$ cat src/sv/cdf_pkg.sv
// Shared types and constants for the chunked transmission deframer.
`timescale 1ns / 1ps
`default_nettype none

package cdf_pkg;

   localparam logic [31:0] SIG_BIG    = 32'h0102_0304;
   localparam logic [31:0] SIG_LITTLE = 32'h0403_0201;
   localparam logic [31:0] LEN_END    = 32'hFFFF_FFFF;

   localparam logic [2:0] PHASE_SIG_LAST = 3'd3;
   localparam logic [2:0] PHASE_LEN_BASE = 3'd4;
   localparam logic [2:0] PHASE_LEN_LAST = 3'd7;

   typedef enum logic [1:0] {
      KIND_PAYLOAD = 2'd0,
      KIND_EMPTY   = 2'd1,
      KIND_END     = 2'd2,
      KIND_BADSIG  = 2'd3
   } cdf_kind_type;

   typedef struct packed {
      logic        active;
      logic [2:0]  phase;
      logic [31:0] word;
      logic        little;
      logic [31:0] remaining;
   } cdf_state_type;

   typedef struct packed {
      logic         emit;
      cdf_kind_type kind;
      logic [7:0]   data;
      logic         last;
   } cdf_result_type;

   function automatic logic [31:0] swap32(input logic [31:0] v);
      return {v[7:0], v[15:8], v[23:16], v[31:24]};
   endfunction

endpackage

`default_nettype wire

$ cat src/sv/cdf_ifs.sv
// Handshake channel interfaces for the deframer input and result streams.
`timescale 1ns / 1ps
`default_nettype none

interface cdf_req_if;
   logic       valid;
   logic       ready;
   logic       func;
   logic [7:0] byte_in;

   modport source (output valid, output func, output byte_in, input ready);
   modport sink   (input valid, input func, input byte_in, output ready);
endinterface

interface cdf_rsp_if;
   logic       valid;
   logic       ready;
   logic [1:0] kind;
   logic [7:0] data_out;
   logic       chunk_last;

   modport source (output valid, output kind, output data_out, output chunk_last,
                   input ready);
   modport sink   (input valid, input kind, input data_out, input chunk_last,
                   output ready);
endinterface

`default_nettype wire

$ cat src/sv/chunked_transmission_deframer.sv
// Top level of the chunked transmission deframer.
// Path: an accepted byte is captured in the input register, and its result is
//   then captured in the result register, from which it is presented.
// Throughput: one byte per cycle while the result channel is not stalled; the
//   per-byte shift, compare and length decrement all fit between the input register and the result register.
// Reset (synchronous, active high): idle, no transmission armed, both stages empty.
`timescale 1ns / 1ps
`default_nettype none

module chunked_transmission_deframer
   import cdf_pkg::*;
(
   input  logic             clock,
   input  logic             reset,
   cdf_req_if.sink          req_ch,
   cdf_rsp_if.source        rsp_ch
);

   // input stage
   logic           in_valid_ff, in_valid_in;
   logic           in_func_ff;
   logic [7:0]     in_byte_ff;

   // deframer state
   cdf_state_type  state_ff, state_in;

   // result stage
   logic           out_valid_ff, out_valid_in;
   cdf_kind_type   out_kind_ff;
   logic [7:0]     out_data_ff;
   logic           out_last_ff;

   cdf_result_type result;
   logic           advance;
   logic           req_take;

   // an item in the input stage moves on when the result slot is free or draining
   assign advance  = in_valid_ff && (!out_valid_ff || rsp_ch.ready);
   assign req_take = req_ch.valid && req_ch.ready;

   assign req_ch.ready = !in_valid_ff || advance;

   cdf_step u_step (
      .state_cur (state_ff),
      .func      (in_func_ff),
      .byte_in   (in_byte_ff),
      .state_nxt (state_in),
      .result    (result)
   );

   always_comb begin
      in_valid_in = in_valid_ff;
      if (req_take) begin
         in_valid_in = 1'b1;
      end else if (advance) begin
         in_valid_in = 1'b0;
      end
   end

   always_comb begin
      out_valid_in = out_valid_ff;
      if (advance) begin
         out_valid_in = result.emit;
      end else if (rsp_ch.ready) begin
         out_valid_in = 1'b0;
      end
   end

   always_ff @(posedge clock) begin
      if (reset) begin
         in_valid_ff  <= 1'b0;
         out_valid_ff <= 1'b0;
         state_ff     <= '0;
      end else begin
         in_valid_ff  <= in_valid_in;
         out_valid_ff <= out_valid_in;
         if (advance) begin
            state_ff <= state_in;
         end
      end
   end

   // payload registers, no reset needed
   always_ff @(posedge clock) begin
      if (req_take) begin
         in_func_ff <= req_ch.func;
         in_byte_ff <= req_ch.byte_in;
      end
      if (advance && result.emit) begin
         out_kind_ff <= result.kind;
         out_data_ff <= result.data;
         out_last_ff <= result.last;
      end
   end

   assign rsp_ch.valid      = out_valid_ff;
   assign rsp_ch.kind       = out_kind_ff;
   assign rsp_ch.data_out   = out_data_ff;
   assign rsp_ch.chunk_last = out_last_ff;

   // idle block always sits at the start of the signature
   a_idle_phase: assert property (@(posedge clock) disable iff (reset)
      !state_ff.active |-> state_ff.phase == 3'd0)
      else $error("idle with nonzero header phase");

   // payload is only counted down while a chunk body is being passed
   a_rem_phase: assert property (@(posedge clock) disable iff (reset)
      state_ff.remaining != 32'd0 |-> state_ff.active && state_ff.phase == PHASE_LEN_BASE)
      else $error("payload count outside chunk body");

   // an emitted result is always presented in the next cycle
   a_emit_seen: assert property (@(posedge clock) disable iff (reset)
      advance && result.emit |=> out_valid_ff)
      else $error("result lost");

   // a stalled input item never lets the state move
   a_hold_state: assert property (@(posedge clock) disable iff (reset)
      !advance |=> $stable(state_ff))
      else $error("state changed without an item");

endmodule

`default_nettype wire

$ cat src/sv/cdf_step.sv
// Next-state and result logic for one received byte.
`timescale 1ns / 1ps
`default_nettype none

module cdf_step
   import cdf_pkg::*;
(
   input  cdf_state_type  state_cur,
   input  logic           func,
   input  logic [7:0]     byte_in,
   output cdf_state_type  state_nxt,
   output cdf_result_type result
);

   logic [31:0] shifted;
   logic [2:0]  phase_inc;
   logic [31:0] len;

   assign shifted   = {state_cur.word[23:0], byte_in};
   assign phase_inc = state_cur.phase + 3'd1;
   assign len       = state_cur.little ? swap32(shifted) : shifted;

   always_comb begin
      state_nxt = state_cur;
      result    = '{emit: 1'b0, kind: KIND_PAYLOAD, data: 8'd0, last: 1'b0};
      if (func) begin
         state_nxt.active    = 1'b1;
         state_nxt.phase     = 3'd0;
         state_nxt.word      = 32'd0;
         state_nxt.remaining = 32'd0;
      end else if (state_cur.active) begin
         if (!state_cur.phase[2]) begin
            // signature bytes
            state_nxt.word  = shifted;
            state_nxt.phase = phase_inc;
            if (state_cur.phase == PHASE_SIG_LAST) begin
               if (shifted == SIG_BIG || shifted == SIG_LITTLE) begin
                  state_nxt.little    = (shifted == SIG_LITTLE);
                  state_nxt.word      = 32'd0;
                  state_nxt.remaining = 32'd0;
               end else begin
                  state_nxt.active = 1'b0;
                  state_nxt.phase  = 3'd0;
                  result.emit      = 1'b1;
                  result.kind      = KIND_BADSIG;
               end
            end
         end else if (state_cur.remaining != 32'd0) begin
            state_nxt.remaining = state_cur.remaining - 32'd1;
            result.emit = 1'b1;
            result.kind = KIND_PAYLOAD;
            result.data = byte_in;
            result.last = (state_cur.remaining == 32'd1);
         end else begin
            // length bytes
            state_nxt.word  = shifted;
            state_nxt.phase = phase_inc;
            if (state_cur.phase == PHASE_LEN_LAST) begin
               state_nxt.phase = PHASE_LEN_BASE;
               state_nxt.word  = 32'd0;
               if (shifted == LEN_END) begin
                  state_nxt.active = 1'b0;
                  state_nxt.phase  = 3'd0;
                  result.emit      = 1'b1;
                  result.kind      = KIND_END;
               end else if (len == 32'd0) begin
                  result.emit = 1'b1;
                  result.kind = KIND_EMPTY;
               end else begin
                  state_nxt.remaining = len;
               end
            end
         end
      end
   end

endmodule

`default_nettype wire
$ cat src/flat_wrapper.sv
// flat-port wrapper written by rule: the top's interface ports become plain ports
module chunked_transmission_deframer_flat import cdf_pkg::*;
  (clock, reset, req_ch_valid, req_ch_func, req_ch_byte_in, req_ch_ready, rsp_ch_valid, rsp_ch_kind, rsp_ch_data_out, rsp_ch_chunk_last, rsp_ch_ready);
  cdf_req_if req_ch_i ();
  cdf_rsp_if rsp_ch_i ();
  input  logic clock;
  input  logic reset;
  input wire logic [$bits(req_ch_i.valid)-1:0] req_ch_valid;
  input wire logic [$bits(req_ch_i.func)-1:0] req_ch_func;
  input wire logic [$bits(req_ch_i.byte_in)-1:0] req_ch_byte_in;
  output wire logic [$bits(req_ch_i.ready)-1:0] req_ch_ready;
  output wire logic [$bits(rsp_ch_i.valid)-1:0] rsp_ch_valid;
  output wire logic [$bits(rsp_ch_i.kind)-1:0] rsp_ch_kind;
  output wire logic [$bits(rsp_ch_i.data_out)-1:0] rsp_ch_data_out;
  output wire logic [$bits(rsp_ch_i.chunk_last)-1:0] rsp_ch_chunk_last;
  input wire logic [$bits(rsp_ch_i.ready)-1:0] rsp_ch_ready;
  assign req_ch_i.valid = req_ch_valid;
  assign req_ch_i.func = req_ch_func;
  assign req_ch_i.byte_in = req_ch_byte_in;
  assign req_ch_ready = req_ch_i.ready;
  assign rsp_ch_valid = rsp_ch_i.valid;
  assign rsp_ch_kind = rsp_ch_i.kind;
  assign rsp_ch_data_out = rsp_ch_i.data_out;
  assign rsp_ch_chunk_last = rsp_ch_i.chunk_last;
  assign rsp_ch_i.ready = rsp_ch_ready;
  chunked_transmission_deframer u_core (.clock(clock), .reset(reset), .req_ch(req_ch_i), .rsp_ch(rsp_ch_i));
endmodule
$ cat config.mk
export PLATFORM = sky130hd
export DESIGN_NAME = chunked_transmission_deframer_flat
export DESIGN_NICKNAME = d
export VERILOG_FILES = /design/src/sv/cdf_pkg.sv /design/src/sv/cdf_ifs.sv /design/src/sv/chunked_transmission_deframer.sv /design/src/sv/cdf_step.sv /design/src/flat_wrapper.sv
export SDC_FILE = /design/constraint.sdc
export NUM_CORES = 1
export LEC_CHECK = 0
export ABC_CLOCK_PERIOD_IN_PS = 8300
export BUFFER_PORTS_ARGS = -buffer_cell sky130_fd_sc_hd__buf_2
export CORE_MARGIN = 4
export CORE_UTILIZATION = 66
export DETAILED_ROUTE_END_ITERATION = 6
export GPL_ROUTABILITY_DRIVEN = 0
export HOLD_SLACK_MARGIN = 0.1
export PLACE_DENSITY = 0.85
export SLEW_MARGIN = 15
export SYNTH_ARGS = -nofsm -noshare
export SYNTH_HDL_FRONTEND = slang
export SYNTH_SLANG_ARGS = --single-unit
$ cat constraint.sdc
create_clock -name clock -period 8.3 [get_ports clock]
set_clock_uncertainty 0.15 [all_clocks]
set_input_delay 0.415 -clock clock [delete_from_list [all_inputs] [get_ports clock]]
set_output_delay 0.415 -clock clock [all_outputs]
set_load 0.1 [all_outputs]
**Word-level counts from Yosys, hierarchy flattened**

Cells that the tools add are included.

- Register bits: 83
- Input bits: 13
- Output and inout bits: 13
- Logic and storage cells: 82

- Add/sub/neg operators: 2
- Equality and inequality tests: 10
- Muxes and demuxes: 32
- Bitwise logic cells: 4
- Reductions and logical operators: 21

Operators by type and width:

| operator | count |
|---|---|
| $mux 32 | 7 |
| $mux 36 | 4 |
| $mux 69 | 2 |
| $mux 65 | 1 |
| $eq 32x1->1 const B | 1 |
| $eq 32x25->1 const B | 1 |
| $eq 32x27->1 const B | 1 |
| $eq 32x32->1 const B | 1 |
| $logic_not 32->1 | 1 |
| $reduce_bool 32->1 | 1 |
| $sub 32x1->32 const B | 1 |
| $mux 12 | 2 |
| $mux 3 | 7 |
| $mux 9 | 2 |
| $ne 4x3->1 const B | 3 |
| $mux 4 | 2 |
| $reduce_and 7->1 | 1 |
| $reduce_and 6->1 | 1 |
| $reduce_bool 2->1 | 3 |
| $reduce_bool 3->1 | 2 |
| $mux 1 | 5 |
| $not 1->1 | 4 |
| $reduce_or 4->1 | 1 |
| $add 3x1->3 const B | 1 |
| 9 further kinds | 14 |

**Logic depth before layout (Yosys ltp)**

Gate-level depths: netlist of the first run.

- Depth in word-level cells: 10
- Depth in mapped cells: 11
- Depth with buffers taken out: 9

**Cells and area by module**

A second synthesis of the first run with hierarchy kept.

- Cells, all modules: 752
- Area total of the unflattened synthesis: 6653.9 um2

By module, submodules not included:

| module | times used | cells each | area each (um2) | sequential area each (um2) |
|---|---|---|---|---|
| chunked_transmission_deframer | 1 | 331 | 3759.9 | 2021.9 |
| cdf_step | 1 | 421 | 2894.0 | 0.0 |

**Worst setup path after synthesis of the first run**

Ideal clock, no wire load.

- Path type: flip-flop to flip-flop
- From: reg u_core.state_ff[2] in the netlist's numbering
- To: reg u_core.out_last_ff (netlist: u_core.rsp_ch.chunk_last), enable pin
- Data arrival time: 2.497 ns
- Slack: 5.359 ns
- Stages on the path, launching flop included: 8
- Buffers on the path: 1
- Clock period less this slack: 2.941 ns
- Path through: dfxtp_1 -> or4_1 -> buf_2 -> nor4_4 -> nand4_4 -> or2_2 -> o21ba_2 -> o211a_1

- Word-level cells in the longest chain between the ends: 6

RTL lines:

| what | line | RTL |
|---|---|---|
| start, declared | chunked_transmission_deframer.sv:25 | `cdf_state_type state_ff, state_in;` |
| start signal, assigned | chunked_transmission_deframer.sv:78 | `state_ff <= state_in;` |
| $reduce_bool 32->1 | cdf_step.sv:48 | `end else if (state_cur.remaining != 32'd0) begin` |
| $mux 3 | cdf_step.sv:48 |  |
| $mux 3 | cdf_step.sv:32 | `if (!state_cur.phase[2]) begin` |
| $mux 12 | cdf_step.sv:31 | `end else if (state_cur.active) begin` |
| $mux 12 | cdf_step.sv:26 | `if (func) begin` |
| $logic_and 1x1->1 | chunked_transmission_deframer.sv:89 | `if (advance && result.emit) begin` |
| end signal, assigned | chunked_transmission_deframer.sv:92 | `out_last_ff <= result.last;` |
| end, declared | chunked_transmission_deframer.sv:31 | `logic out_last_ff;` |

Every way passes these cells.
A chain may end at the register's enable or synchronous reset.

**Worst setup path after layout of the first run**

- From: reg u_core.state_ff[2] in the netlist's numbering
- To: reg u_core.state_ff[36] in the netlist's numbering

- Word-level cells in the longest chain between the ends: 3

RTL lines:

| what | line |
|---|---|
| $reduce_bool 32->1 | cdf_step.sv:48 |
| $ne 3x2->1 (no source line) | -- |
| $reduce_and 3->1 (no source line) | -- |

Every way passes these cells.

==> run_results.csv, run 1 <==
group,metric,value,unit
global_route,grt_pass1_wl,21.56,mm
critical_path,crit_start,"u_core.state_ff[2]",
route,first_iter_violations,623,
logic_synthesis,synth_fp_nets,552,
logic_synthesis,yosys.area_share.xor_xnor,0.01096,
clock_tree,cts_resized,0,
route,dr.pass1.iters,6,
sta,min_period,3.960,ns
sta,setup_viol_count_final,0,
route,drc_errors,0,
worst_hold_path,hold_class,"primary input to flip-flop",
die,ioPinCount,26,
power_and_ir_drop,p_per_area,161.1,nW/um^2
sta,setup-tns-final,0,ns
logic_synthesis,synth_top_family_by_area,"compound AO/OA/AOI/OAI gates",
die,dieHeight,93.23,um
logic_synthesis,ys.flop_type,"dfxtp_1",
logic_synthesis,synthAdderAreaFrac,0.02088,
sta,fmax,252.5,MHz
logic_synthesis,ys_seq_area_frac,0.3883,
cells_and_area,diodes,0,
logic_synthesis,synthSimpleGateAreaFrac,0.2156,
logic_synthesis,async_reset_ff_frac,0,
clock_tree,cts_tree,"yes",
sta,worst_pin_slew,1.151,ns
critical_path,rr_startpoint,"u_core.state_ff[2]",
die,start_util,0.6942,
clock_tree,clockBufferDepth,2,
worst_hold_path,whs_endpoint,"u_core.in_valid_ff",
clock_tree,clk_pin_slew,0.09,ns
critical_path,critPathRequiredTime,8.45,ns
die,rows,30,
critical_path,reg2reg_to,"u_core.state_ff[36]",
sta,relSlewSlack,0.2318,
global_route,grt_max_degree,50,
critical_path,worstPathMaxFanout,24,
sta,fin_crit_sh,0.4771,
clock_tree,ctsHtreeMaxLevel,3,
route,ant_nets,0,
clock_tree,clock-root-buffer,"clkbuf_8",
power_and_ir_drop,p_leak,0.001795,uW
critical_path,endpoint_kind,"flip-flop",
critical_path,arrival,4.11,ns
logic_synthesis,synth.area.mux_share,0.07411,
cells_and_area,final_core_util,0.7471,
die,core_area,6907,um^2
global_route,antenna_found_initial,0,
critical_path,crit_type,"flip-flop to flip-flop",
sta,holdWs,0.1119,ns
power_and_ir_drop,ir_drop,0.0001085,V
run_status,status,"completed",
worst_hold_path,hold_depth,3,
cells_and_area,drive_gt1_frac,0.1423,
logic_synthesis,yosys_warnings,0,
placed_design,port_buffers,25,
worst_hold_path,hold_path_startpoint,"req_ch_valid",
sta,grt_setup_unrepaired,"no",
critical_path,reg2reg_depth,7,
placed_design,dpl.hpwl,8.933,mm
logic_synthesis,syn_inst,531,
critical_path,critPathLaunchType,"flip-flop",
flow_run,maxCapViolCount,0,
placed_design,preCtsSetupSlack,4.192,ns
logic_synthesis,synth_area,4795,um^2
die,die_area,8692,um^2
sta,layout_setup_ws,4.340,ns
route,routed_wl,13.29,mm
logic_synthesis,synth.distinct_cells,63,
global_route,grt-ovfl-total,0,
cells_and_area,area_growth,7.620,%
critical_path,rrSetupSlack,4.34,ns
sta,slew_violations,0,
logic_synthesis,synth.avg_cell_area,9.029,um^2
clock_tree,insertion_delay,0.37,ns
global_route,grt_usage,0.3153,
cells_and_area,fin_nets,564,
die,die_w,93.23,um
global_route,grt_pass1_vias,4204,
clock_tree,cts_buffers,9,
sta,finalHoldViolCount,0,
logic_synthesis,synth_compound_area_frac,0.2450,
logic_synthesis,synth_seq_cells,83,
logic_synthesis,synth_edf_count,20,
route,vias_per_cell,7.099,
route,wl_per_cell,20.63,um
route,vias,4572,
clock_tree,cts.sinks,83,
-- layer usage --
metal | wire length [um] | GRT usage | share of wire | up-vias
met2 | 6053 | 0.4729 | 0.46 | 335
met1 | 5137 | 0.4267 | 0.39 | 2126
met5 | 0 | 0 | 0 | -
met4 | 626 | 0.1758 | 0.047 | 0
met3 | 1468 | 0.05873 | 0.11 | 65
li1 | - | - | - | 2046
-- layout by cell type, fill, tap and decap left out, types with 6 or more instances in the layout --
master,netlist,final
and2_1,11,11
nor2_1,40,40
nand4_1,18,18
mux2_2,12,12
a21oi_1,26,26
dlygate4sd3_1,0,9
a22o_1,24,24
or3_1,14,14
buf_2,5,25
a31oi_1,10,10
nand2_1,32,32
or4_1,6,6
o211ai_1,14,14
inv_1,12,12
ha_1,8,8
nor4_1,10,10
edfxtp_1,20,20
nand2b_1,6,6
clkbuf_8,0,9
nand3_1,13,13
o31ai_1,10,10
mux2i_1,22,22
nor3_1,18,18
nor2b_1,9,9
o21ai_0,30,29
dfxtp_1,63,62
-- flip-flops by register name (all words and copies together), names as in the netlist --
name	flops
u_core.rsp_ch.data_out	8
u_core.in_byte_ff	8
u_core.rsp_ch.chunk_last	1
u_core.state_ff	61
u_core.in_valid_ff	1
u_core.rsp_ch.valid	1
u_core.rsp_ch.kind	2
u_core.in_func_ff	1
-- through the flow --
stage / instance area [um^2] / cells / total power [uW]
after CTS: 5152 / 644 / 825.3
after global routing: 5160 / 644 / 858.9
after detailed placement: 4888 / 619 / 561.0
after global placement: 4888 / 619 / 556.4
after floorplan: 4795 / 531 / 532.6
final: 5160 / 644 / 831.2
-- area by class of cell --
type                    count  area [um^2]
multi-input cells         401         2728
fillers                   537         1747
inverters                  12        45.04
repair buffers             36        230.2
clock buffers               9        123.9
flip-flops and latches     83         1863
clock inverters             7        50.05
well taps                  96        120.1
-- kinds of logic (layout without fill, tap and decap cells) --
logic type / count (synthesis) / in the layout
simple gates: 193 / 193
mux: 34 / 34
buf+inv: 47 / 64
fa+ha+maj: 8 / 8
compound gates: 160 / 160
flops: 83 / 83
xor+xnor: 6 / 6
-- critical path, stage by stage, from the launching register on --
cell and delay (ns):
dfxtp_1 0.37, or4_1 0.70, nor4_4 0.63, nand4_4 0.36, o21ai_0 0.33, nand4_1 0.22, a21oi_2 0.84, a22o_1 0.30
-- synthesized netlist by cell type (all sizes together), types with 12 or more instances --
| cell | instances | share of area |
|---|---|---|
| mux2 | 12 | 0.028 |
| dfxtp | 63 | 0.26 |
| nand3 | 13 | 0.014 |
| nor2 | 41 | 0.033 |
| nor3 | 18 | 0.019 |
| inv | 12 | 0.0094 |
| buf | 16 | 0.021 |
| clkbuf | 19 | 0.015 |
| or3 | 14 | 0.018 |
| mux2i | 22 | 0.046 |
| nand2 | 33 | 0.026 |
| nand4 | 19 | 0.028 |
| edfxtp | 20 | 0.13 |
| o21ai | 35 | 0.037 |
| a22o | 24 | 0.044 |
| o211ai | 14 | 0.022 |
| a21oi | 27 | 0.029 |
-- timing repair --
| action | CTS | global route |
|---|---|---|
| hold buffers | 9 | 0 |
| buffers inserted | 0 | 0 |
| endpoints found under the hold margin | 9 | 0 |
-- power by group --
group / leakage (uW) / switching (uW) / total [uW] / internal [uW]
sequential: 0.000687 / 9.92 / 429 / 419
clock: 0.0000841 / 160 / 270 / 110
combinational: 0.00102 / 91.0 / 132 / 41.1
total: 0.00180 / 261 / 831 / 570
-- how the worst max path moves through the flow --
stage	endpoint	depth (start not counted)
floorplan	u_core.rsp_ch.chunk_last	7
global placement	u_core.state_ff[13]	6
detailed placement	u_core.state_ff[24]	7
CTS	u_core.state_ff[24]	7
global route	u_core.state_ff[36]	7
finish	u_core.state_ff[36]	7
No activity file was read; power rests on OpenSTA's default activity.
==> run 2, diff against run 1 <==
ABC_CLOCK_PERIOD_IN_PS = 3500   (was 8300)
CORE_UTILIZATION = 55   (was 66)
PLACE_DENSITY = 0.76   (was 0.85)
clock period = 3.5 ns   (was 8.3 ns; I/O delays follow)
==> run 2 against run 1 <==
Cell count grew 4.5%; clock power increased to 3.1 times the previous value; global-route usage fell by 4.1 points; via count is 1.2% lower; routed wire length up 2.4%; hold slack improved by 0.12 ns; critical endpoint is now u_core.state_ff[9]; largest power group unchanged; highest routed layer unchanged.
==> run_results.csv, run 2 (same netlist as run 1, synthesis figures left out) <==
group,metric,value,unit
run_status,status,"completed",
route,dr_wl_met2,6.245,mm
sta,fin_crit_sh,0.9538,
sta,slew_violations,0,
clock_tree,ctsHtreeMaxLevel,3,
route,ant_nets,0,
sta,grt_setup_unrepaired,"no",
route,vias,4517,
global_route,grt_max_degree,44,
die,die_area,10270,um^2
die,core_area,8341,um^2
clock_tree,insertion_delay,0.37,ns
route,wl_per_cell,20.21,um
power_and_ir_drop,ir_drop,0.0002187,V
cells_and_area,fillers,687,
sta,setup_viol_count_final,0,
critical_path,crit_type,"flip-flop to flip-flop",
clock_tree,clockBufferDepth,2,
flow_run,maxCapViolCount,0,
cells_and_area,layout_commonest_cell,"dfxtp_1",
clock_tree,cts_tree,"yes",
placed_design,placed_cells,645,
global_route,grt_usage,0.2740,
placed_design,postPlaceCellArea,5027,um^2
clock_tree,clk_pin_slew,0.08,ns
route,routed_wl,13.60,mm
cells_and_area,fin_nets,584,
die,die_w,101.4,um
critical_path,rrSetupSlack,0.16,ns
cells_and_area,drive_gt1_frac,0.1690,
cells_and_area,final_core_util,0.6464,
cells_and_area,final_cell_area,5391,um^2
sta,relSlewSlack,0.2075,
worst_hold_path,hold_class,"primary input to flip-flop",
die,rows,33,
die,dieHeight,101.4,um
global_route,grt_pass1_vias,4301,
route,top_layer,"met4",
route,drc_errors,0,
clock_tree,cts.sinks,83,
clock_tree,clock-root-buffer,"clkbuf_8",
critical_path,arrival,3.47,ns
sta,worst_pin_slew,1.188,ns
critical_path,worstPathMaxFanout,26,
cells_and_area,diodes,0,
critical_path,endpoint_kind,"flip-flop",
die,ioPinCount,26,
sta,setup-tns-final,0,ns
route,dr.pass1.iters,7,
power_and_ir_drop,p_per_area,403.6,nW/um^2
cells_and_area,max_flop_register,"u_core.state_ff",
sta,fmax,299.6,MHz
cells_and_area,fin_cells,673,
global_route,antenna_found_initial,0,
critical_path,critPathRequiredTime,3.63,ns
route,drt-met1-wl,5.635,mm
critical_path,critPathLaunchType,"flip-flop",
route,wl_met3,1.295,mm
cells_and_area,largest_reg_flops,61,
global_route,grt_pass1_wl,22.08,mm
sta,min_period,3.338,ns
placed_design,dpl.hpwl,9.493,mm
cells_and_area,layout_common_cells,"dfxtp_1, nor2_1, nand2_1",
route,vias_per_cell,6.712,
cells_and_area,area_growth,12.45,%
clock_tree,cts_buffers,9,
clock_tree,cts_setup_buffers,0,
placed_design,port_buffers,25,
sta,finalHoldViolCount,0,
global_route,grt-ovfl-total,0,
die,start_util,0.5749,
route,first_iter_violations,542,
power_and_ir_drop,p_leak,0.001931,uW
## run 2: changes by cell type in the layout (fill, tap and decap cells not counted), sizes merged
cell and change:
buf +17, bufinv +2, clkbuf +2, clkinv -1, clkinvlp -1, dlygate4sd3 +3
inv -2
## run 2: path summary, 6_finish.rpt
check                        from             endpoint  cells after the start
max reg2reg  u_core.in_byte_ff[7]   u_core.state_ff[9]                      7
min reg2reg   u_core.state_ff[20]  u_core.state_ff[20]                      2
max          u_core.in_byte_ff[7]   u_core.state_ff[9]                      7
min                         reset  u_core.state_ff[32]                      2
## run 2: area by class of cell
| type | instances | area (um^2) | share of cell area |
|---|---|---|---|
| Clock buffer | 11 | 162.7 | 0.03017 |
| Tap cell | 105 | 131.4 | 0.02437 |
| Inverter | 12 | 45.04 | 0.008355 |
| Clock inverter | 5 | 81.33 | 0.01508 |
| Timing Repair Buffer | 56 | 387.9 | 0.07194 |
| Multi-Input combinational cell | 401 | 2720 | 0.5045 |
| Sequential cell | 83 | 1863 | 0.3456 |
## run 2: metrics by stage
stage                     setup WS (ns)  hold WS, ns  power, uW
after CTS                        0.2732       0.1889       2172
after global placement           0.3649       0.2021       1338
after detailed placement         0.2867       0.2055       1345
after global routing             0.1061       0.2645       2252
final                            0.1619       0.2275       2176
after floorplan                  0.5594       0.1239       1263
## run 2: report_power, final
part	total (uW)	internal [uW]	switching (uW)
Sequential	1010	993	21.4
Clock	829	466	364
Combinational	332	112	220
Total	2180	1570	605
## run 2: per-layer routing
metal,global-route usage,vias up
met4,0.1145,0
met5,0,-
met2,0.4230,239
met3,0.07782,40
li1,-,2083
met1,0.3610,2155
## run 2: worst max-delay path, stage by stage, from the launching register on
cell	delay, ns
edfxtp_1	0.51
nand4_1	0.14
or4_1	0.57
nor4_1	0.69
nand2b_1	0.26
o21bai_2	0.36
a311o_1	0.49
o31ai_1	0.08
## run 2: timing repair
action | CTS | global route
hold buffers | 12 | 0
endpoints found under the hold margin | 11 | 0
gates resized for setup | 0 | 0
